==> src/rtl/grcw_pkg.sv <==
// grcw_pkg: shared types and constants for the grid ray cell walker
// no dependencies; imported by every module of the block except grcw_fifo
`timescale 1ns / 1ps

package grcw_pkg;

  localparam int CFG_IDX_W  = 3;
  localparam int CFG_DATA_W = 32;

  localparam logic [CFG_IDX_W-1:0] REG_BOUND_MIN_X    = 3'd0;
  localparam logic [CFG_IDX_W-1:0] REG_BOUND_MIN_Y    = 3'd1;
  localparam logic [CFG_IDX_W-1:0] REG_BOUND_MIN_Z    = 3'd2;
  localparam logic [CFG_IDX_W-1:0] REG_BOUND_MAX_X    = 3'd3;
  localparam logic [CFG_IDX_W-1:0] REG_BOUND_MAX_Y    = 3'd4;
  localparam logic [CFG_IDX_W-1:0] REG_BOUND_MAX_Z    = 3'd5;
  localparam logic [CFG_IDX_W-1:0] REG_CELLS_ACROSS_X = 3'd6;
  localparam logic [CFG_IDX_W-1:0] REG_CELLS_ACROSS_Z = 3'd7;

  localparam logic [1:0] AXIS_X = 2'd0;
  localparam logic [1:0] AXIS_Y = 2'd1;
  localparam logic [1:0] AXIS_Z = 2'd2;

  localparam logic [63:0] T_INF = 64'h4000_0000_0000_0000;

  localparam int DIV_NUM_W         = 48;
  localparam int DIV_DEN_W         = 32;
  localparam int DIV_BITS_PER_STEP = 2;

  typedef struct packed {
    logic signed [31:0] origin_x;
    logic signed [31:0] origin_y;
    logic signed [31:0] origin_z;
    logic signed [31:0] dir_x;
    logic signed [31:0] dir_y;
    logic signed [31:0] dir_z;
    logic        [30:0] ray_length;
  } ray_t;

  typedef struct packed {
    logic [15:0] cell_index;
    logic [7:0]  cell_col_x;
    logic [7:0]  cell_row_z;
    logic        found;
    logic        last_of_ray;
  } visit_t;

  typedef struct packed {
    logic [2:0][31:0] bound_min;
    logic [2:0][31:0] bound_max;
    logic [8:0]       cells_x;
    logic [8:0]       cells_z;
  } cfg_t;

  typedef struct packed {
    logic             miss;
    logic [7:0]       cell_x;
    logic [7:0]       cell_z;
    logic [8:0]       cnt_x;
    logic [8:0]       cnt_z;
    logic [2:0]       step_pos;
    logic [2:0][63:0] tmax;
    logic [2:0][63:0] tdel;
    logic [30:0]      length;
  } desc_t;

endpackage

==> src/rtl/grcw_walk.sv <==
// grcw_walk: back end, steps a prepared ray cell by cell and emits visits
// depends on grcw_pkg
`timescale 1ns / 1ps

module grcw_walk import grcw_pkg::*; #(
  parameter int MAX_CELLS = 16,
  parameter int CELLS_Y   = 1
) (
  input  logic   clk,
  input  logic   rst,
  input  logic   desc_empty,
  input  desc_t  desc,
  output logic   desc_rd,
  output logic   out_wr,
  output visit_t out_item,
  input  logic   out_full
);

  localparam int NW = $clog2(MAX_CELLS + 1);

  localparam logic [1:0] W_IDLE = 2'd0;
  localparam logic [1:0] W_MISS = 2'd1;
  localparam logic [1:0] W_STEP = 2'd2;
  localparam logic [1:0] W_CHK  = 2'd3;

  logic [1:0]       st;
  logic [NW-1:0]    n;
  logic [9:0]       cx;
  logic [9:0]       cy;
  logic [9:0]       cz;
  logic [7:0]       px;
  logic [7:0]       pz;
  logic [2:0][63:0] tm;
  logic [2:0][63:0] td;
  logic [63:0]      trav;
  logic [30:0]      len;
  logic [8:0]       cntx;
  logic [8:0]       cntz;
  logic [2:0]       spos;

  logic             lt01;
  logic             lt02;
  logic             lt12;
  logic [1:0]       sel;
  logic [2:0][63:0] tsum;
  logic [9:0]       delta;
  logic             cap;
  logic             cond;
  logic [7:0]       ex;
  logic [7:0]       ez;
  logic [16:0]      idx;

  always_comb begin
    lt01 = $signed(tm[0]) < $signed(tm[1]);
    lt02 = $signed(tm[0]) < $signed(tm[2]);
    lt12 = $signed(tm[1]) < $signed(tm[2]);
    sel  = (lt01 && lt02) ? AXIS_X : (lt12 ? AXIS_Y : AXIS_Z);
    for (int a = 0; a < 3; a++) begin
      tsum[a] = tm[a] + td[a];
    end
    delta = spos[sel] ? 10'd1 : 10'h3FF;
    cap   = (n == NW'(MAX_CELLS - 1));
    cond  = ($signed(trav) <= $signed({33'd0, len})) &&
            !cx[9] && (cx < {1'b0, cntx}) &&
            !cy[9] && (cy < 10'(CELLS_Y)) &&
            !cz[9] && (cz < {1'b0, cntz});
    ex    = (st == W_CHK) ? px : cx[7:0];
    ez    = (st == W_CHK) ? pz : cz[7:0];
    idx   = ez * cntx + {9'd0, ex};
  end

  assign desc_rd = (st == W_IDLE) && !desc_empty;

  always_comb begin
    out_wr               = 1'b0;
    out_item.cell_index  = idx[15:0];
    out_item.cell_col_x  = ex;
    out_item.cell_row_z  = ez;
    out_item.found       = 1'b1;
    out_item.last_of_ray = 1'b1;
    case (st)
      W_MISS: begin
        out_wr               = !out_full;
        out_item.cell_index  = '0;
        out_item.cell_col_x  = '0;
        out_item.cell_row_z  = '0;
        out_item.found       = 1'b0;
      end
      W_STEP: begin
        out_wr = cap && !out_full;
      end
      W_CHK: begin
        out_wr               = !out_full;
        out_item.last_of_ray = !cond;
      end
      default: begin
        out_wr = 1'b0;
      end
    endcase
  end

  always_ff @(posedge clk) begin
    if (rst) begin
      st <= W_IDLE;
      n  <= '0;
    end else begin
      case (st)
        W_IDLE: begin
          if (!desc_empty) begin
            cx   <= {2'd0, desc.cell_x};
            cy   <= '0;
            cz   <= {2'd0, desc.cell_z};
            tm   <= desc.tmax;
            td   <= desc.tdel;
            trav <= '0;
            len  <= desc.length;
            cntx <= desc.cnt_x;
            cntz <= desc.cnt_z;
            spos <= desc.step_pos;
            n    <= '0;
            st   <= desc.miss ? W_MISS : W_STEP;
          end
        end
        W_MISS: begin
          if (!out_full) begin
            st <= W_IDLE;
          end
        end
        W_STEP: begin
          if (cap) begin
            if (!out_full) begin
              st <= W_IDLE;
            end
          end else begin
            px   <= cx[7:0];
            pz   <= cz[7:0];
            trav <= tm[sel];
            if ($signed(tm[sel]) < $signed(T_INF)) begin
              tm[sel] <= tsum[sel];
            end
            case (sel)
              AXIS_X:  cx <= cx + delta;
              AXIS_Y:  cy <= cy + delta;
              default: cz <= cz + delta;
            endcase
            st <= W_CHK;
          end
        end
        W_CHK: begin
          if (!out_full) begin
            n  <= n + 1'b1;
            st <= cond ? W_STEP : W_IDLE;
          end
        end
        default: begin
          st <= W_IDLE;
        end
      endcase
    end
  end

  a_push_room: assert property (@(posedge clk) disable iff (rst) out_wr |-> !out_full)
    else $error("visit pushed into a full queue");

  a_cell_inside: assert property (@(posedge clk) disable iff (rst)
    (st == W_STEP) |-> (!cx[9] && !cz[9] && (cx < {1'b0, cntx}) && (cz < {1'b0, cntz})))
    else $error("stepping from a cell outside the grid");

  a_count_cap: assert property (@(posedge clk) disable iff (rst)
    (st != W_IDLE) |-> (n <= NW'(MAX_CELLS - 1)))
    else $error("visit count past its cap");

  a_last_ends: assert property (@(posedge clk) disable iff (rst)
    (out_wr && out_item.last_of_ray) |=> (st == W_IDLE))
    else $error("walk continues after the final visit");

endmodule

==> config.mk <==
export PLATFORM = sky130hd
export DESIGN_NAME = grcw_walk
export DESIGN_NICKNAME = d
export VERILOG_FILES = /design/src/rtl/grcw_pkg.sv /design/src/rtl/grcw_walk.sv
export SDC_FILE = /design/constraint.sdc
export NUM_CORES = 2
export LEC_CHECK = 0
export CAP_MARGIN = 20
export CORE_ASPECT_RATIO = 0.7
export CORE_UTILIZATION = 59
export DETAILED_ROUTE_END_ITERATION = 7
export DONT_BUFFER_PORTS = 1
export PLACE_DENSITY = 0.79
export SYNTH_ARGS = -nofsm -noshare
export SYNTH_HDL_FRONTEND = slang
export SYNTH_SLANG_ARGS = --single-unit
==> constraint.sdc <==
create_clock -name clk -period 27 [get_ports clk]
set_clock_uncertainty 0.2 [all_clocks]
set_input_delay 2.7 -clock clk [delete_from_list [all_inputs] [get_ports clk]]
set_output_delay 2.7 -clock clk [all_outputs]
set_load 0.03 [all_outputs]
==> results.yml <==
timing:
  period_needed_ns: 9.64
  setup_violations: 0
  maxSlewViolCount: 0
  rsz0062_at_grt: "false"
  fmax_mhz: 104
  finalCritPeriodShare: 0.357
  slew_headroom: 0.316
  worst_pin_slew_ns: 1.03
  finalSetupTns_ns: 0
  hold_viol: 0
worst_setup_path:
  end_kind: "output pin"
  required_ns: 24.10
  arrival_ns: 6.74
  path_max_fanout: 22
  start_kind: "flip-flop"
  path_class: "reg -> out"
  r2r_cells: 21
clocking:
  hold_buffers: 0
  cts.clk_slew.worst_paths_ns: 0.06
  htreeDepth: 2
  clk_latency_ns: 0.63
  clk_path_buf_depth: 3
  cts_buffers: 56
  cts_tree: "yes"
  cts_resized: 0
  cts_root_buffer: "clkbuf_16"
  cts_sinks: 553
  cts_setup_buffers: 0
route:
  routedWlPerCell_um: 23.9
  viasPerCell: 6.52
  num_vias: 32831
  drc_errors: 0
  final_antenna_net_count: 0
  totalWireLength_um: 120000
  drtIter0Drc: 3740
  drtPass1Iterations: 5
synth:
  synth_cell_types: 82
  syn-num-nets: 5129
  synth_ff_type: "edfxtp_1"
  syn_inst: 4130
  ys_ff_latch: 553
  synthesis.area_sq_mm: 0.0409
  postSynthAreaPerCell_sq_um: 9.91
  ys_seq_area_frac: 0.404
  synth.largest_area_cell: "edfxtp_1"
  synth_area_leaders: "edfxtp_1, ha_1, nand2_1"
  synth_top_area_frac: 0.401
  synthArstFlopShare: 0
  synth_edf_count: 546
  synth_warnings: 0
global_routing:
  grt_usage: 0.333
  grt_max_degree: 174
  grt_overflow: 0
  antenna_found_initial: 47
  grt_pass1_wl_um: 178000
  grt_pass1_vias: 30124
power_and_ir_drop:
  internal_power_mw: 1.76
  power_density_mw_per_mm2: 61.9
  p_sw_frac: 0.350
  switchingPower_uw: 944
  p_comb_frac: 0.317
  pwr-share-clk: 0.292
  p_leak_nw: 18.9
  sequentialPowerShare: 0.392
  total_power_mw: 2.70
  peakVddDrop_mv: 0.0621
die:
  start_util: 0.599
  core_area_sq_mm: 0.0684
  die-height_um: 222
  dieArea_sq_mm: 0.0704
  die_w_um: 317
  row_count: 80
  num_io_pins: 493
layout:
  layout_common_cells: "edfxtp_1, ha_1, nand2_1"
  instances_no_fill: 5035
  fillers: 5461
  nNetsFinal: 5057
  area_delta_synth_final_pct: 6.57
  final_common_cell: "edfxtp_1"
  drive_gt1_frac: 0.0381
placed_design:
  gp_congestion: 0.980
  port_buffers: 0
  dpl.cell_count: 4902
  hpwl_um: 93900
job:
  drv_cap: 0
hold_path:
  worstHoldPathCells: 2
  hold_class: "reg -> reg"
outcome:
  status: "finished, final reports clean"
==> worst max-delay path: stages, from the launching register on <==
cell and delay, ns:
dfxtp_1 0.59, nand2_1 0.10, buf_4 0.25, mux2_2 0.40, nand2_1 0.12, fa_1 0.52, fa_1 0.52, inv_1 0.04
ha_1 0.27, inv_1 0.05, fa_1 0.52, inv_1 0.07, fa_1 0.46, a21o_1 0.18, a21oi_1 0.23, o21bai_1 0.09
a21oi_1 0.24, o21bai_1 0.10, a21oi_1 0.22, nor2b_1 0.08, o21a_1 0.18, o41a_1 0.32, xnor2_1 0.13, nor2_1 0.43
==> final timing paths <==
kind,endpoint,from,slack (ns)
setup / recovery,out_item[33],st[0]$_SDFFE_PP0P_,17.36
hold / removal,n[1]$_SDFFE_PP0P_,n[1]$_SDFFE_PP0P_,0.27
setup reg to reg,cz[9]$_SDFFCE_PN0P_,tm[42]$_DFFE_PP_,20.49
hold reg to reg,n[1]$_SDFFE_PP0P_,n[1]$_SDFFE_PP0P_,0.27
==> synthesized netlist by cell type (8+ instances only) <==
master,n
edfxtp_1,546
ha_1,487
nand2_1,477
a21oi_1,329
inv_1,311
o21ai_0,287
a21o_1,180
nor2_1,179
clkbuf_1,127
xnor2_1,123
xor2_1,101
nand4_1,91
o211ai_1,78
o211a_1,66
o21bai_1,59
o31ai_1,56
fa_1,55
nand3_1,50
nor3_1,44
and2_1,38
nor2b_1,36
a211oi_1,35
a31oi_1,35
and3_1,28
nor4_1,27
o21a_1,26
buf_2,19
nand2b_1,19
and4_1,15
mux2i_1,15
a22o_1,13
a21boi_0,11
mux2_2,11
or2_2,10
or3_1,9
a211o_1,8
buf_1,8
==> flip-flops by register name, summed over array words and instances, names as in the netlist, 3 cells and up <==
name  count
len      31
cz       10
px        8
cx       10
cntz      9
pz        8
spos      3
cy       10
trav     64
tm      192
n         5
cntx      9
td      192
==> logic make-up after synthesis <==
group,share of synthesized area
buffers and inverters,0.0436
multiplexers,0.00670
flip-flops,0.404
AO/OA/AOI/OAI,0.204
adder cells (fa/ha/maj),0.176
AND/OR/NAND/NOR,0.118
XOR/XNOR,0.0479
==> final cells by class <==
type,instances,area (sq um),share of cell area
Inverter,311,1170,0.0268
Timing Repair Buffer,26,208,0.00476
Multi-Input combinational cell,3110,22700,0.521
Antenna cell,34,85.1,0.00195
Sequential cell,553,16500,0.379
Clock inverter,31,315,0.00723
Clock buffer,68,1470,0.0336
Tap cell,902,1130,0.0259
==> metal layers <==
metal,share of wire,global-route usage
met4,0.031,0.111
met2,0.41,0.461
met1,0.44,0.511
met5,0.0016,0
met3,0.11,0.0703
==> metrics by stage <==
stage | hold slack [ns] | instance area [sq um] | setup slack (ns) | util
2_1_floorplan | 0.249 | 40900 | 9.85 | -
3_3_place_gp | 0.257 | 41700 | 18.10 | 0.611
3_5_place_dp | 0.264 | 41700 | 18.02 | 0.611
4_1_cts | 0.272 | 43500 | 17.34 | 0.637
5_1_grt | 0.282 | 43600 | 16.91 | 0.638
6_report | 0.272 | 43600 | 17.36 | 0.638
==> power by group through the flow <==
stage / registers [mW] / logic, mW / clock network, mW
detailed placement: 1.07 / 0.837 / 0
floorplan: 1.06 / 0.672 / 0
global route: 1.06 / 0.947 / 0.824
CTS: 1.05 / 0.845 / 0.796
global placement: 1.07 / 0.820 / 0
finish: 1.06 / 0.856 / 0.788
(Power assumes the default switching activity.)
