<file path="src/rtl/grcw_fifo.sv">
// grcw_fifo: small register queue with first-word fall-through read
// no package dependencies
`timescale 1ns / 1ps

module grcw_fifo #(
  parameter int W     = 8,
  parameter int DEPTH = 2
) (
  input  logic         clk,
  input  logic         rst,
  input  logic         wr,
  input  logic [W-1:0] wdata,
  output logic         full,
  input  logic         rd,
  output logic [W-1:0] rdata,
  output logic         empty
);

  localparam int AW = (DEPTH > 1) ? $clog2(DEPTH) : 1;

  logic [W-1:0]  mem [DEPTH];
  logic [AW-1:0] wptr;
  logic [AW-1:0] rptr;
  logic [AW:0]   count;
  logic          do_wr;
  logic          do_rd;

  assign full  = (count == (AW+1)'(DEPTH));
  assign empty = (count == '0);
  assign rdata = mem[rptr];
  assign do_wr = wr && !full;
  assign do_rd = rd && !empty;

  always_ff @(posedge clk) begin
    if (do_wr) begin
      mem[wptr] <= wdata;
    end
  end

  always_ff @(posedge clk) begin
    if (rst) begin
      wptr  <= '0;
      rptr  <= '0;
      count <= '0;
    end else begin
      if (do_wr) begin
        wptr <= (wptr == AW'(DEPTH - 1)) ? '0 : wptr + 1'b1;
      end
      if (do_rd) begin
        rptr <= (rptr == AW'(DEPTH - 1)) ? '0 : rptr + 1'b1;
      end
      if (do_wr && !do_rd) begin
        count <= count + 1'b1;
      end else if (do_rd && !do_wr) begin
        count <= count - 1'b1;
      end
    end
  end

endmodule

</file>
<file path="config.mk">
export PLATFORM = sky130hd
export DESIGN_NAME = grcw_fifo
export DESIGN_NICKNAME = d
export VERILOG_FILES = /design/src/rtl/grcw_fifo.sv
export SDC_FILE = /design/constraint.sdc
export NUM_CORES = 1
export LEC_CHECK = 0
export BUFFER_PORTS_ARGS = -buffer_cell sky130_fd_sc_hd__buf_2
export CAP_MARGIN = 20
export CORE_MARGIN = 10
export CORE_UTILIZATION = 48
export CTS_CLUSTER_DIAMETER = 100
export DETAILED_ROUTE_END_ITERATION = 10
export PLACE_DENSITY = 0.74
export SYNTH_ARGS = -nofsm -noshare
export SYNTH_HDL_FRONTEND = slang
export SYNTH_SLANG_ARGS = --single-unit
</file>
<file path="constraint.sdc">
create_clock -name clk -period 2 [get_ports clk]
set_input_delay 0.4 -clock clk [delete_from_list [all_inputs] [get_ports clk]]
set_output_delay 0.4 -clock clk [all_outputs]
set_load 0.01 [all_outputs]
</file>
==> flow_summary.ini, run 1 <==
[outcome]
status = complete, no violations

[global_route]
antenna_found_initial = 0
use_met2 = 0.121
globalRouteOverflowTotal = 0
grt_use_met3 = 0.0355
grt_first_pass_wirelength_um = 2050
grtUsageTotal = 0.0757
grt_max_degree = 13
met1_usage = 0.0790
grt_most_used_layer = met2
grt_pass1_vias = 484

[drt]
routed_wl_um = 1350
ant_nets = 0
drt_iter0_drc = 14
via_per_inst = 5.16
drt-pass1-iter-count = 4
via_count = 464
drc = 0
post_drt_wl_per_cell_um = 15.0

[power_and_ir_drop]
vdd_drop_max_v = 0.000662
power_density_nw_per_um2 = 1230
power.leakage_nw = 0.381

[run]
max-cap-violations = 0

[timing]
setup_viol = 0
slew_violations = 0
setup_tns_ps = 0
fin_worst_skew_ps = 12.8
rsz0062_at_grt = false
worst_slew_margin_rel = 0.756
hold_viol_final = 0
min_period_ps = 1760
final_min_period_over_clock_period = 0.881
clock.fmax_mhz = 567
worstMarginPinSlew_ps = 366
whs_ps = 284

[yosys]
synth_seq_cells = 21
yosysWarnings = 0
synth_cells = 50
synth.distinct_cells = 13
synth.area.mux_share = 0.114
syn-cell-area_um2 = 793
yosys.area_share.simple = 0.0584
yosys.area_share.xor_xnor = 0.0331
synth_top_family_by_area = multiplexers
ys_seq_area_frac = 0.732
syn_avg_cell_area_um2 = 15.9
synth_area_leaders = edfxtp_1 (61%), dfxtp_1 (13%), mux2_2 (11%)
synth-compound-area-share = 0.0315
yosys.area.top_type = edfxtp_1
synth_top_area_frac = 0.606
synth_nets = 63
yosys.area_share.adder = 0.0158

[finish]
fin_nets = 88
fin_cells = 90
synthToLayoutAreaGrowth_pct = 18.6
fin_util = 0.610
num-fill-cells = 140
final_cell_area_um2 = 941
multi_input_area_um2 = 200
final_layout_size_suffix_gt1_frac = 0.459
regArea_um2 = 581
final_cell_mix = buf_2 (21), edfxtp_1 (16), mux2_2 (8)
mostFrequentLayoutCell = buf_2
n_antenna_cell = 0

[critical_path]
endpoint_kind = output pin
startpoint_type = flip-flop
crit_path_max_fanout = 8
critPathArrivalTime_ps = 1360
worstPathRequired_ps = 1600
path_class = reg -> out
r2r_slack_ps = 420

[die]
rows = 14
initial_core_util = 0.515
die_h_um = 60.7
pin_count = 22
die_x_um = 60.7
coreArea_um2 = 1540
die-area_um2 = 3680

[cts]
clkTransAtPathRegs_ps = 120
ctsResizeCount = 0
post_cts.repair.setup_buffers = 0
cts_sinks = 21
clock-root-buffer = clkbuf_4
cts_buffers = 3
clock_path_buffers = 2
tritoncts = done
insertion_delay_ps = 300
hold_buffers = 0
htree_levels = 1

[placement]
gp_congestion = 0.747
hpwl_um = 1040
placed_area_um2 = 913
portBuffers = 21
dp_cells = 86

[min_path]
hp-class = in -> reg
-- synthesized netlist by cell type --
master    count
mux2_2        8
nor2b_2       1
buf_2         1
inv_1         2
nor2_1        5
or3_1         2
ha_1          1
and2_1        1
a21oi_1       2
xor2_1        3
edfxtp_1     16
o21ai_0       3
dfxtp_1       5
-- critical path, cell delays in order (launching register included) --
cell     delay, ps
dfxtp_1        550
mux2_2         380
buf_2          140
-- stage by stage --
step	worst slack [ps]	total power, mW
6_report	238	1.15
5_1_grt	138	1.23
4_1_cts	206	1.17
3_5_place_dp	425	0.979
3_3_place_gp	502	0.965
2_1_floorplan	508	0.851
-- sequential cells by signal, indices dropped and copies added, names as in the netlist, named ones only --
signal  flops
rptr        1
mem        16
wptr        1
count       2
-- final timing paths --
| path | from | end | cells after the start |
|---|---|---|---|
| min | wdata[4] | mem[0][4] | 1 |
| max reg2reg | count[1] | count[1] | 5 |
| min reg2reg | wptr | wptr | 2 |
| max | flip-flop | rdata[7] | 2 |
-- layer usage --
layer,vias to the layer above,wire length [um]
met5,-,0
met4,0,10
met3,2,107
met2,16,676
met1,215,558
li1,231,-
-- power by group --
group / total [mW] / internal (mW) / switching [mW]
Combinational: 0.346 / 0.171 / 0.175
Sequential: 0.614 / 0.557 / 0.0576
Clock: 0.194 / 0.0744 / 0.120
Total: 1.15 / 0.802 / 0.353
-- cell type report --
cell class,count,share of cell area
Clock inverter,1,0.00532
Sequential cell,21,0.617
Multi-Input combinational cell,26,0.213
Tap cell,16,0.0213
Timing Repair Buffer,21,0.112
Clock buffer,3,0.0239
Inverter,2,0.00798
-- kinds of logic (layout without fill, tap and decap cells) --
group / Yosys count / after routing
muxes: 8 / 8
xor gates and xnor gates: 3 / 3
and+or+nand+nor: 9 / 9
buffers and inverters: 3 / 27
DFF: 21 / 21
AOI/OAI and AO/OA: 5 / 5
adders and majority gates: 1 / 1
No activity file was read; power rests on OpenSTA's default activity.
==> run 2, diff against run 1 <==
Settings changed: BUFFER_PORTS_ARGS -buffer_cell sky130_fd_sc_hd__buf_2 to -buffer_cell sky130_fd_sc_hd__buf_4, REMOVE_ABC_BUFFERS set to 1.
==> flow_summary.ini, run 2 (synthesis results as in run 1) <==
[drt]
drt-pass1-iter-count = 2
ant_nets = 0
via_count = 450
post_drt_wl_per_cell_um = 14.8
via_per_inst = 5.00
drt_iter0_drc = 2
routed_wl_um = 1330
drc = 0

[cts]
hold_buffers = 0
htree_levels = 1
clock_path_buffers = 2
clock-root-buffer = clkbuf_4
cts_buffers = 3
ctsResizeCount = 0
cts_sinks = 21
insertion_delay_ps = 290
post_cts.repair.setup_buffers = 0
clkTransAtPathRegs_ps = 110
tritoncts = done

[global_route]
grt_first_pass_wirelength_um = 2000
globalRouteOverflowTotal = 0
grtUsageTotal = 0.0752
antenna_found_initial = 0
grt_pass1_vias = 478
grt_max_degree = 12

[critical_path]
crit_slowest_cell = dfxtp_1
crit_chain = mux2_2 > buf_4
path_class = reg -> out
path_delay_family = flip-flops
worstPathRequired_ps = 1600
critPathBufInv = 1
slowest_delay_ps = 550
critPathArrivalTime_ps = 1370
startpoint_type = flip-flop
endpoint_kind = output pin
crit_path_max_fanout = 8

[finish]
fin_nets = 88
n_antenna_cell = 0
final_layout_size_suffix_gt1_frac = 0.446
largest_reg_flops = 16
mostFrequentLayoutCell = buf_4
num-fill-cells = 135
final_cell_mix = buf_4 (21), edfxtp_1 (16), mux2_2 (8)
largest-register = mem
synthToLayoutAreaGrowth_pct = 25.1
reg.largest.list = mem: 16 flops, count: 2 flops

[power_and_ir_drop]
totalPowerFinal_mw = 1.20
power.leakage_nw = 0.396
power_density_nw_per_um2 = 1210
vdd_drop_max_v = 0.000701

[timing]
final_min_period_over_clock_period = 0.885
rsz0062_at_grt = false
min_period_ps = 1770
clock.fmax_mhz = 565
slew_violations = 0
fin_worst_skew_ps = 1.28
setup_tns_ps = 0
setup_slack_ps = 229
whs_ps = 287
setup_viol = 0
hold_viol_final = 0
worstMarginPinSlew_ps = 411
worst_slew_margin_rel = 0.726

[placement]
gp_congestion = 0.762
hpwl_um = 1010
portBuffers = 21
post-place-ws_ps = 440

[die]
die_x_um = 60.7
coreArea_um2 = 1540
die-area_um2 = 3680
die_h_um = 60.7
pin_count = 22
rows = 14
initial_core_util = 0.515

[outcome]
status = complete, no violations

[min_path]
hp-class = in -> reg

[run]
max-cap-violations = 0
-- run 2: changes by cell type in the layout (fill, tap and decap cells not counted), sizes merged --
cell    delta
clkbuf     +1
clkinv     -1
-- run 2: path summary, 6_finish.rpt --
path	slack [ps]	from	depth (start not counted)	to
max	230	flip-flop	2	rdata[2]
min	290	wdata[5]	1	mem[0][5]
max reg2reg	410	count[0]	4	count[1]
min reg2reg	510	wptr	2	wptr
-- run 2: power by group --
| group | internal [mW] | total [mW] | switching [mW] | leakage [nW] |
|---|---|---|---|---|
| clock network | 0.0775 | 0.192 | 0.115 | 0.0150 |
| registers | 0.557 | 0.613 | 0.0567 | 0.191 |
| logic | 0.215 | 0.394 | 0.178 | 0.190 |
| total | 0.849 | 1.20 | 0.350 | 0.396 |
-- run 2: cell type report --
| cell class | count | area, um2 | area share |
|---|---|---|---|
| clock buffer | 4 | 26.3 | 0.0265 |
| multi-input combinational | 26 | 200 | 0.202 |
| tap | 16 | 20.0 | 0.0202 |
| timing repair buffer | 21 | 158 | 0.159 |
| sequential | 21 | 581 | 0.585 |
| inverter | 2 | 7.51 | 0.00757 |
-- run 2: through the flow --
step                       util  cells  instance area (um2)
after floorplan               -     49                  788
after global placement    0.627     86                  966
after detailed placement  0.627     86                  966
after CTS                 0.644     90                  992
after global routing      0.644     90                  992
final                     0.644     90                  992
-- run 2: routing by layer --
metal / global-route usage / vias to the layer above / routed length (um)
met4: 0.0470 / 0 / 0
met1: 0.0738 / 210 / 554
met5: 0 / - / 0
met3: 0.0438 / 0 / 102
li1: - / 229 / -
met2: 0.119 / 11 / 672
==> run 3, diff against run 2 <==
Settings changed: CORE_UTILIZATION 48 to 50, PLACE_DENSITY 0.74 to 0.77.
Clock period 2 ns to 2.1 ns, I/O delays scaled along.
==> flow_summary.ini, run 3 (synthesis results as in run 1) <==
[drt]
drc = 0
via_per_inst = 4.88
drt-pass1-iter-count = 3
routed_wl_um = 1300
post_drt_wl_per_cell_um = 14.4
ant_nets = 0
via_count = 439
drt_iter0_drc = 10

[timing]
rsz0062_at_grt = false
worst_slew_margin_rel = 0.753
slew_violations = 0
setup_slack_ps = 323
clock.fmax_mhz = 563
worstMarginPinSlew_ps = 370
hold_viol_final = 0
min_period_ps = 1780
fin_worst_skew_ps = 0.423
setup_viol = 0
setup_tns_ps = 0
final_min_period_over_clock_period = 0.846

[critical_path]
slowest_delay_ps = 540
critPathBufInv = 1
crit_chain = mux2_2 > buf_4
r2r_end = count[1]
crit_slowest_cell = dfxtp_1
r2r_slack_ps = 510
path_class = reg -> out
critPathArrivalTime_ps = 1360
reg2reg_depth = 5
path_delay_family = flip-flops
worstPathRequired_ps = 1680
endpoint_kind = output pin
startpoint_type = flip-flop
rr_startpoint = count[1]
crit_path_max_fanout = 8

[finish]
fin_nets = 88
final_cell_mix = buf_4 (21), edfxtp_1 (16), mux2_2 (8)
final_layout_size_suffix_gt1_frac = 0.446
n_antenna_cell = 0
fin_cells = 90
largest-register = mem
synthToLayoutAreaGrowth_pct = 25.1
largest_reg_flops = 16
mostFrequentLayoutCell = buf_4
num-fill-cells = 115
reg.largest.list = mem: 16 flops, count: 2 flops

[min_path]
hold_end = mem[1][7]
holdCritStartpoint = wdata[7]
hp-class = in -> reg
min_path_cells = 1

[cts]
post_cts.repair.setup_buffers = 0
insertion_delay_ps = 290
hold_buffers = 0
clkTransAtPathRegs_ps = 100
tritoncts = done
htree_levels = 1
cts_sinks = 21
clock-root-buffer = clkbuf_4
clock_path_buffers = 2
cts_buffers = 3
ctsResizeCount = 0

[global_route]
grt_max_degree = 12
antenna_found_initial = 0
globalRouteOverflowTotal = 0
grt_first_pass_wirelength_um = 2080
grtUsageTotal = 0.0795
grt_pass1_vias = 501

[die]
pin_count = 22
initial_core_util = 0.527
rows = 14
coreArea_um2 = 1510
die_h_um = 59.8
die-area_um2 = 3580
die_x_um = 59.8

[power_and_ir_drop]
power_density_nw_per_um2 = 1150
totalPowerFinal_mw = 1.14
power.leakage_nw = 0.396
vdd_drop_max_v = 0.000721

[outcome]
status = complete, no violations

[placement]
gp_congestion = 0.798
portBuffers = 21
dp_cells = 86
hpwl_um = 1000
post-place-ws_ps = 523

[run]
max-cap-violations = 0
## run 3: cell counts in the layout (fill, tap and decap cells not counted)
No cell type changed its count.
## run 3: area by class of cell
| cell class | count | area [um2] | area share |
|---|---|---|---|
| clock buffer | 4 | 26.3 | 0.0265 |
| inverter | 2 | 7.51 | 0.00757 |
| multi-input combinational | 26 | 200 | 0.202 |
| sequential | 21 | 581 | 0.585 |
| tap | 16 | 20.0 | 0.0202 |
| timing repair buffer | 21 | 158 | 0.159 |
## run 3: worst reg2reg max path, delay by kind of cell, from the launching register on
kind	cells	cell delay, ps
flip-flops	1	400
adder cells (fa/ha/maj)	1	310
AND/OR/NAND/NOR	3	670
AO/OA/AOI/OAI	1	140
## run 3: where the power goes
group,total (mW),switching (mW),internal [mW]
sequential,0.585,0.0550,0.530
clock,0.181,0.107,0.0738
combinational,0.373,0.168,0.205
total,1.14,0.330,0.809
## run 3: worst max path at each step
| stage | endpoint | slack [ps] | cells past startpoint |
|---|---|---|---|
| final | rdata[3] | 320 | 2 |
| after floorplan | count[1] | 610 | 5 |
| after detailed placement | count[1] | 520 | 5 |
| after global placement | count[1] | 580 | 6 |
| after global routing | rdata[3] | 210 | 2 |
| after CTS | rdata[1] | 290 | 2 |
## run 3: metrics by stage
step                cell area [um2]  utilization  hold slack [ps]
floorplan                       788            -              452
global placement                966        0.641              463
detailed placement              966        0.641              490
CTS                             992        0.659              292
global route                    992        0.659              269
finish                          992        0.659              307
## run 3: per-layer routing
layer,share of wire,global-route usage
met1,0.41,0.0839
met2,0.50,0.118
met3,0.076,0.0424
met4,0.011,0.0577
met5,0,0
