File: src/rtl/grcw_pkg.sv
// grcw_pkg: shared types and constants for the grid ray cell walker
// no dependencies; imported by every module of the block except grcw_fifo
`timescale 1ns / 1ps

package grcw_pkg;

  localparam int CFG_IDX_W  = 3;
  localparam int CFG_DATA_W = 32;

  localparam logic [CFG_IDX_W-1:0] REG_BOUND_MIN_X    = 3'd0;
  localparam logic [CFG_IDX_W-1:0] REG_BOUND_MIN_Y    = 3'd1;
  localparam logic [CFG_IDX_W-1:0] REG_BOUND_MIN_Z    = 3'd2;
  localparam logic [CFG_IDX_W-1:0] REG_BOUND_MAX_X    = 3'd3;
  localparam logic [CFG_IDX_W-1:0] REG_BOUND_MAX_Y    = 3'd4;
  localparam logic [CFG_IDX_W-1:0] REG_BOUND_MAX_Z    = 3'd5;
  localparam logic [CFG_IDX_W-1:0] REG_CELLS_ACROSS_X = 3'd6;
  localparam logic [CFG_IDX_W-1:0] REG_CELLS_ACROSS_Z = 3'd7;

  localparam logic [1:0] AXIS_X = 2'd0;
  localparam logic [1:0] AXIS_Y = 2'd1;
  localparam logic [1:0] AXIS_Z = 2'd2;

  localparam logic [63:0] T_INF = 64'h4000_0000_0000_0000;

  localparam int DIV_NUM_W         = 48;
  localparam int DIV_DEN_W         = 32;
  localparam int DIV_BITS_PER_STEP = 2;

  typedef struct packed {
    logic signed [31:0] origin_x;
    logic signed [31:0] origin_y;
    logic signed [31:0] origin_z;
    logic signed [31:0] dir_x;
    logic signed [31:0] dir_y;
    logic signed [31:0] dir_z;
    logic        [30:0] ray_length;
  } ray_t;

  typedef struct packed {
    logic [15:0] cell_index;
    logic [7:0]  cell_col_x;
    logic [7:0]  cell_row_z;
    logic        found;
    logic        last_of_ray;
  } visit_t;

  typedef struct packed {
    logic [2:0][31:0] bound_min;
    logic [2:0][31:0] bound_max;
    logic [8:0]       cells_x;
    logic [8:0]       cells_z;
  } cfg_t;

  typedef struct packed {
    logic             miss;
    logic [7:0]       cell_x;
    logic [7:0]       cell_z;
    logic [8:0]       cnt_x;
    logic [8:0]       cnt_z;
    logic [2:0]       step_pos;
    logic [2:0][63:0] tmax;
    logic [2:0][63:0] tdel;
    logic [30:0]      length;
  } desc_t;

endpackage

File: src/rtl/grcw_div.sv
// grcw_div: unsigned restoring divider, two quotient bits per cycle
// depends on grcw_pkg for operand widths
`timescale 1ns / 1ps

module grcw_div import grcw_pkg::*; (
  input  logic                 clk,
  input  logic                 rst,
  input  logic                 start,
  input  logic [DIV_NUM_W-1:0] num,
  input  logic [DIV_DEN_W-1:0] den,
  output logic                 done,
  output logic [DIV_NUM_W-1:0] quo
);

  localparam int STEPS = DIV_NUM_W / DIV_BITS_PER_STEP;
  localparam int CW    = $clog2(STEPS);

  logic [DIV_DEN_W-1:0] rem;
  logic [DIV_DEN_W-1:0] den_r;
  logic [DIV_NUM_W-1:0] nq;
  logic [CW-1:0]        cnt;
  logic                 running;

  logic [DIV_DEN_W-1:0] rem_next;
  logic [DIV_NUM_W-1:0] nq_next;
  logic [DIV_DEN_W:0]   trial;

  always_comb begin
    rem_next = rem;
    nq_next  = nq;
    trial    = '0;
    for (int i = 0; i < DIV_BITS_PER_STEP; i++) begin
      trial = {rem_next, nq_next[DIV_NUM_W-1]};
      if (trial >= {1'b0, den_r}) begin
        rem_next = DIV_DEN_W'(trial - {1'b0, den_r});
        nq_next  = {nq_next[DIV_NUM_W-2:0], 1'b1};
      end else begin
        rem_next = trial[DIV_DEN_W-1:0];
        nq_next  = {nq_next[DIV_NUM_W-2:0], 1'b0};
      end
    end
  end

  assign quo = nq;

  always_ff @(posedge clk) begin
    if (start && !running) begin
      rem   <= '0;
      nq    <= num;
      den_r <= den;
    end else if (running) begin
      rem <= rem_next;
      nq  <= nq_next;
    end
  end

  always_ff @(posedge clk) begin
    if (rst) begin
      running <= 1'b0;
      done    <= 1'b0;
      cnt     <= '0;
    end else begin
      done <= running && (cnt == '0);
      if (start && !running) begin
        running <= 1'b1;
        cnt     <= CW'(STEPS - 1);
      end else if (running) begin
        if (cnt == '0) begin
          running <= 1'b0;
        end else begin
          cnt <= cnt - 1'b1;
        end
      end
    end
  end

endmodule

File: src/rtl/grcw_setup.sv
// grcw_setup: front end, takes a ray, finds the start cell and per-axis t values
// depends on grcw_pkg and grcw_div
`timescale 1ns / 1ps

module grcw_setup import grcw_pkg::*; #(
  parameter int MAX_GRID_SIDE = 256,
  parameter int CELLS_Y       = 1
) (
  input  logic  clk,
  input  logic  rst,
  input  cfg_t  cfg,
  input  logic  ray_push,
  input  ray_t  ray,
  output logic  busy,
  output logic  desc_wr,
  output desc_t desc,
  input  logic  desc_full
);

  localparam logic [3:0] ST_IDLE = 4'd0;
  localparam logic [3:0] ST_SZ   = 4'd1;
  localparam logic [3:0] ST_SZW  = 4'd2;
  localparam logic [3:0] ST_CHK  = 4'd3;
  localparam logic [3:0] ST_CL   = 4'd4;
  localparam logic [3:0] ST_CLW  = 4'd5;
  localparam logic [3:0] ST_BND  = 4'd6;
  localparam logic [3:0] ST_TM   = 4'd7;
  localparam logic [3:0] ST_TMW  = 4'd8;
  localparam logic [3:0] ST_TDW  = 4'd9;
  localparam logic [3:0] ST_PUSH = 4'd10;

  logic [3:0]       st;
  logic [1:0]       ax;
  logic [2:0][31:0] org;
  logic [2:0][31:0] dir;
  logic [30:0]      len;
  logic [8:0]       cnt_x;
  logic [8:0]       cnt_z;
  logic [2:0][31:0] size;
  logic [7:0]       cell_x;
  logic [7:0]       cell_z;
  logic [32:0]      prod;
  logic             neg;
  logic             miss;
  logic [2:0][63:0] tmax;
  logic [2:0][63:0] tdel;

  logic                 div_start;
  logic [DIV_NUM_W-1:0] div_num;
  logic [DIV_DEN_W-1:0] div_den;
  logic                 div_done;
  logic [DIV_NUM_W-1:0] div_q;

  logic [33:0] bmin_a;
  logic [33:0] bmax_a;
  logic [33:0] org_a;
  logic [33:0] span;
  logic        span_pos;
  logic [33:0] cl_num;
  logic [8:0]  cnt_a;
  logic [7:0]  cell_a;
  logic [31:0] dir_a;
  logic [31:0] dir_mag;
  logic        dir_nz;
  logic        pos_a;
  logic [8:0]  step_cnt;
  logic [40:0] prod_full;
  logic [33:0] bound;
  logic [33:0] diff;
  logic [33:0] dmag;
  logic [7:0]  q_sat;
  logic        miss_c;
  logic [63:0] tq;
  logic        last_ax;

  function automatic logic [8:0] clamp_count(input logic [8:0] v);
    if (v == '0) begin
      return 9'd1;
    end else if (v > 9'(MAX_GRID_SIDE)) begin
      return 9'(MAX_GRID_SIDE);
    end
    return v;
  endfunction

  grcw_div u_div (
    .clk   (clk),
    .rst   (rst),
    .start (div_start),
    .num   (div_num),
    .den   (div_den),
    .done  (div_done),
    .quo   (div_q)
  );

  always_comb begin
    bmin_a    = {{2{cfg.bound_min[ax][31]}}, cfg.bound_min[ax]};
    bmax_a    = {{2{cfg.bound_max[ax][31]}}, cfg.bound_max[ax]};
    org_a     = {{2{org[ax][31]}}, org[ax]};
    span      = bmax_a - bmin_a;
    span_pos  = !span[33] && (span != '0);
    cl_num    = org_a - bmin_a;
    cnt_a     = (ax == AXIS_X) ? cnt_x : ((ax == AXIS_Z) ? cnt_z : 9'(CELLS_Y));
    cell_a    = (ax == AXIS_X) ? cell_x : ((ax == AXIS_Z) ? cell_z : 8'd0);
    dir_a     = dir[ax];
    dir_mag   = dir_a[31] ? 32'(-dir_a) : dir_a;
    dir_nz    = (dir_a != '0);
    pos_a     = !dir_a[31] && dir_nz;
    step_cnt  = {1'b0, cell_a} + {8'd0, pos_a};
    prod_full = step_cnt * size[ax];
    bound     = bmin_a + {1'b0, prod};
    diff      = bound - org_a;
    dmag      = diff[33] ? 34'(-diff) : diff;
    q_sat     = (div_q >= {39'd0, cnt_a}) ? 8'(cnt_a - 9'd1) : div_q[7:0];
    tq        = {16'd0, div_q};
    last_ax   = (ax == AXIS_Z);
    miss_c    = (size[0] == '0) || (size[2] == '0) ||
                ($signed(org[0]) <  $signed(cfg.bound_min[0])) ||
                ($signed(org[0]) >= $signed(cfg.bound_max[0])) ||
                ($signed(org[2]) <  $signed(cfg.bound_min[2])) ||
                ($signed(org[2]) >= $signed(cfg.bound_max[2]));

    div_start = 1'b0;
    div_num   = '0;
    div_den   = '0;
    case (st)
      ST_SZ: begin
        div_start = span_pos;
        div_num   = {16'd0, span[31:0]};
        div_den   = {23'd0, cnt_a};
      end
      ST_CL: begin
        div_start = 1'b1;
        div_num   = {16'd0, cl_num[31:0]};
        div_den   = size[ax];
      end
      ST_TM: begin
        div_start = 1'b1;
        div_num   = {dmag[31:0], 16'd0};
        div_den   = dir_mag;
      end
      ST_TMW: begin
        div_start = div_done;
        div_num   = {size[ax], 16'd0};
        div_den   = dir_mag;
      end
      default: begin
        div_start = 1'b0;
      end
    endcase
  end

  assign busy    = (st != ST_IDLE);
  assign desc_wr = (st == ST_PUSH) && !desc_full;

  always_comb begin
    desc.miss     = miss;
    desc.cell_x   = cell_x;
    desc.cell_z   = cell_z;
    desc.cnt_x    = cnt_x;
    desc.cnt_z    = cnt_z;
    desc.step_pos = {!dir[2][31] && (dir[2] != '0),
                     !dir[1][31] && (dir[1] != '0),
                     !dir[0][31] && (dir[0] != '0)};
    desc.tmax     = tmax;
    desc.tdel     = tdel;
    desc.length   = len;
  end

  always_ff @(posedge clk) begin
    if (rst) begin
      st <= ST_IDLE;
      ax <= AXIS_X;
    end else begin
      case (st)
        ST_IDLE: begin
          if (ray_push) begin
            org   <= {ray.origin_z, ray.origin_y, ray.origin_x};
            dir   <= {ray.dir_z, ray.dir_y, ray.dir_x};
            len   <= ray.ray_length;
            cnt_x <= clamp_count(cfg.cells_x);
            cnt_z <= clamp_count(cfg.cells_z);
            ax    <= AXIS_X;
            st    <= ST_SZ;
          end
        end
        ST_SZ: begin
          if (span_pos) begin
            st <= ST_SZW;
          end else begin
            size[ax] <= '0;
            ax       <= last_ax ? AXIS_X : ax + 2'd1;
            st       <= last_ax ? ST_CHK : ST_SZ;
          end
        end
        ST_SZW: begin
          if (div_done) begin
            size[ax] <= div_q[31:0];
            ax       <= last_ax ? AXIS_X : ax + 2'd1;
            st       <= last_ax ? ST_CHK : ST_SZ;
          end
        end
        ST_CHK: begin
          miss <= miss_c;
          ax   <= AXIS_X;
          st   <= miss_c ? ST_PUSH : ST_CL;
        end
        ST_CL: begin
          st <= ST_CLW;
        end
        ST_CLW: begin
          if (div_done) begin
            if (ax == AXIS_X) begin
              cell_x <= q_sat;
              ax     <= AXIS_Z;
              st     <= ST_CL;
            end else begin
              cell_z <= q_sat;
              ax     <= AXIS_X;
              st     <= ST_BND;
            end
          end
        end
        ST_BND: begin
          if (dir_nz && (size[ax] != '0)) begin
            prod <= prod_full[32:0];
            st   <= ST_TM;
          end else begin
            tmax[ax] <= T_INF;
            tdel[ax] <= T_INF;
            ax       <= last_ax ? AXIS_X : ax + 2'd1;
            st       <= last_ax ? ST_PUSH : ST_BND;
          end
        end
        ST_TM: begin
          neg <= diff[33] ^ dir_a[31];
          st  <= ST_TMW;
        end
        ST_TMW: begin
          if (div_done) begin
            tmax[ax] <= neg ? 64'(-tq) : tq;
            st       <= ST_TDW;
          end
        end
        ST_TDW: begin
          if (div_done) begin
            tdel[ax] <= tq;
            ax       <= last_ax ? AXIS_X : ax + 2'd1;
            st       <= last_ax ? ST_PUSH : ST_BND;
          end
        end
        ST_PUSH: begin
          if (!desc_full) begin
            st <= ST_IDLE;
          end
        end
        default: begin
          st <= ST_IDLE;
        end
      endcase
    end
  end

endmodule

File: config.mk
export PLATFORM = sky130hd
export DESIGN_NAME = grcw_setup
export DESIGN_NICKNAME = d
export VERILOG_FILES = /design/src/rtl/grcw_pkg.sv /design/src/rtl/grcw_div.sv /design/src/rtl/grcw_setup.sv
export SDC_FILE = /design/constraint.sdc
export NUM_CORES = 2
export LEC_CHECK = 0
export ABC_AREA = 1
export BUFFER_PORTS_ARGS = -buffer_cell sky130_fd_sc_hd__buf_2
export CAP_MARGIN = 20
export CORE_AREA = 2 2 413 415
export CTS_CLUSTER_SIZE = 16
export DETAILED_ROUTE_END_ITERATION = 8
export DIE_AREA = 0 0 415 417
export PLACE_DENSITY = 0.61
export SETUP_SLACK_MARGIN = 0.3
export SYNTH_ARGS = -nofsm -noshare
export SYNTH_HDL_FRONTEND = slang
export SYNTH_SLANG_ARGS = --single-unit
File: constraint.sdc
create_clock -name clk -period 24.6 [get_ports clk]
set_input_delay 2.46 -clock clk [delete_from_list [all_inputs] [get_ports clk]]
set_output_delay 2.46 -clock clk [all_outputs]
set_load 0.01 [all_outputs]
==> flow_metrics.py <==
metrics = {
    "cts": {
        "h-tree-depth": 3,
        "cts_sinks": 897,
        "post_cts_resized": 0,
        "postCtsSetupBuffers": 0,
        "cts-buffers-inserted": 104,
        "cts_hold_buffers": 0,
        "path_clk_slew_ns": 0.06,
        "cts.path.max_buffers": 3,
        "cts_tree": "built",
        "worstSkewPairLatency_ns": 0.81,
        "cts_root_buffer": "clkbuf_16",
    },
    "timing": {
        "rsz0062_at_grt": "false",
        "setup_tns_ns": 0,
        "relSlewSlack_pct": 6.80,
        "fmax_mhz": 95.8,
        "tightest_slew_ns": 1.40,
        "hold_viol": 0,
        "fin_skew_ns": 0.0833,
        "maxSlewViolCount": 0,
        "min_period_ns": 10.44,
        "hold_slack_ns": 0.471,
        "finalSetupViolCount": 0,
        "period_share_pct": 42.4,
        "fin_ws_ns": 14.16,
    },
    "final_layout": {
        "syn_to_final_growth_pct": 15.9,
        "layout-drive-gt1-share_pct": 14.0,
        "stdcell_count": 11200,
        "fin_nets": 9900,
    },
    "setup_path": {
        "regToRegEndpoint": "prod[29]",
        "critPathLaunchType": "flop",
        "cp.arrival_ns": 10.91,
        "crit_family": "adder cells",
        "critPathKind": "reg -> reg",
        "critPathRequiredTime_ns": 25.07,
        "cp_slowest_stage_delay_ns": 0.81,
        "path_common_cell": "fa_1",
        "path_buf_inv": 6,
        "crit_path_end_kind": "flop",
        "reg2reg_from": "ax[0]",
        "worstSetupStartpoint": "ax[0]",
        "crit_fanout": 85,
        "reg2reg_slack_ns": 14.16,
        "slowest_stage": "clkinv_1",
        "ff2ff_path_depth": 30,
    },
    "yosys": {
        "synth_top_area_share_pct": 39.0,
        "synth_largest_area_cell": "edfxtp_1",
        "ys.warnings.count": 0,
        "synth_seq_area_share_pct": 40.4,
        "avgSynthCellArea_um2": 8.09,
        "yosysMostFrequentCell": "nand2_1",
        "synth-edff-count": 852,
        "async_flop_share_pct": 0,
        "yosys-top-cells-count": "1921 x nand2_1, 1217 x inv_1, 852 x edfxtp_1",
        "synth_cell_types": 74,
        "synth_area_leaders": "edfxtp_1 39%, nand2_1 11%, inv_1 7.0%, fa_1 6.8%, ha_1 6.6%",
        "synthFlopType": "edfxtp_1",
        "syn-instance-count": 8098,
        "synth_area_um2": 65500,
        "synth.net_count": 9106,
        "ys_ff_latch": 897,
    },
    "placement": {
        "gp_congestion": 1.01,
        "dp.cells": 11000,
        "dp_hpwl_um": 215000,
        "post-place-ws_ns": 14.35,
        "port_buffers": 891,
    },
    "route": {
        "ant_nets": 0,
        "viasPerCell": 5.50,
        "drtIter0Drc": 6464,
        "route.vias.total": 61600,
        "dr.pass1.iters": 7,
        "wl_um": 271000,
        "avgRoutedWirePerCell_um": 24.2,
        "drc": 0,
    },
    "global_route": {
        "first_global_vias": 58300,
        "grt_antenna_before_repair": 11,
        "grt_max_degree": 131,
        "grtUsageTotal_pct": 30.2,
        "grt_first_pass_wirelength_um": 391000,
        "grt-ovfl-total": 0,
    },
    "status": {
        "outcome": "finished, final reports clean",
    },
    "floorplanning": {
        "rows": 151,
        "pin_count": 892,
        "die-area_um2": 173000,
        "initial_utilization_pct": 38.9,
        "dieHeight_um": 417,
        "die_width_um": 415,
        "core_um2": 169000,
    },
    "min_path": {
        "hold_start": "u_div.rem[15]",
        "whs_path_depth": 2,
        "min-delay-path-class": "reg -> reg",
        "min_to": "u_div.rem[15]",
    },
    "run": {
        "maxCapViolations": 0,
    },
}
-- layer usage --
layer  GRT usage (%)  vias to the layer above  wire [um]
met2            50.4                     2744     128000
met3            4.56                      518      20300
li1                -                    28600          -
met1            38.6                    29800     108000
met5               0                        -         34
met4            14.1                        6      13900
-- area by class of cell --
| cell class | instances | area [um2] |
|---|---|---|
| Antenna cell | 5 | 12.5 |
| Clock buffer | 127 | 2690 |
| Clock inverter | 64 | 778 |
| Fill cell | 16900 | 92600 |
| Inverter | 1234 | 4640 |
| Multi-Input combinational cell | 5659 | 33300 |
| Sequential cell | 897 | 26500 |
| Tap cell | 2218 | 2780 |
| Timing Repair Buffer | 996 | 5290 |
-- registers in the layout, summed over array words and instances, names as in the netlist, 8 cells and up --
register	cells
cell_x	8
cell_z	8
cnt_x	9
cnt_z	9
desc	384
dir	96
len	31
org	96
prod	33
size	96
u_div.den_r	32
u_div.quo	48
u_div.rem	32
-- worst max path at each step --
stage	end	cells past startpoint	slack, ns
global route	prod[29]	30	13.40
finish	prod[29]	30	14.16
global placement	prod[29]	30	14.60
detailed placement	prod[29]	30	14.35
CTS	prod[29]	30	14.27
floorplan	cnt_x[0]	2	4.57
-- tightest hold or removal path: stages (launching register included) --
cell and delay [ns]:
dfxtp_1 0.32, nand2_1 0.06, nand2_1 0.05
-- cell families after synthesis --
logic type      after synthesis  share of synthesized area [%]
mux                           1                         0.0153
compound gates             1506                           13.2
buf+inv                    1542                           9.09
simple gates               3437                           21.9
flops                       897                           40.4
fa+ha+maj                   571                           13.5
xor+xnor                    144                           1.94
-- per-stage QoR --
step | cell area (um2) | util, %
4_1_cts | 75900 | 45.0
3_3_place_gp | 72400 | 43.0
2_1_floorplan | 65500 | -
5_1_grt | 75900 | 45.1
6_report | 76000 | 45.1
3_5_place_dp | 72400 | 43.0
-- layout by cell type (no fill, tap or decap), types with 45 or more instances in the layout --
cell / instances
a21oi_1: 578
a22oi_1: 88
buf_2: 892
buf_4: 101
clkbuf_16: 104
dfxtp_1: 45
edfxtp_1: 852
fa_1: 224
ha_1: 347
inv_1: 1215
nand2_1: 1921
nand3_1: 488
nand4_1: 112
nor2_1: 706
nor3_1: 53
o21ai_0: 503
o22ai_1: 62
xnor2_1: 67
xor2_1: 76
Power is not shown: default switching activity piles up to over one toggle a cycle in this logic, so the estimate is an artifact.
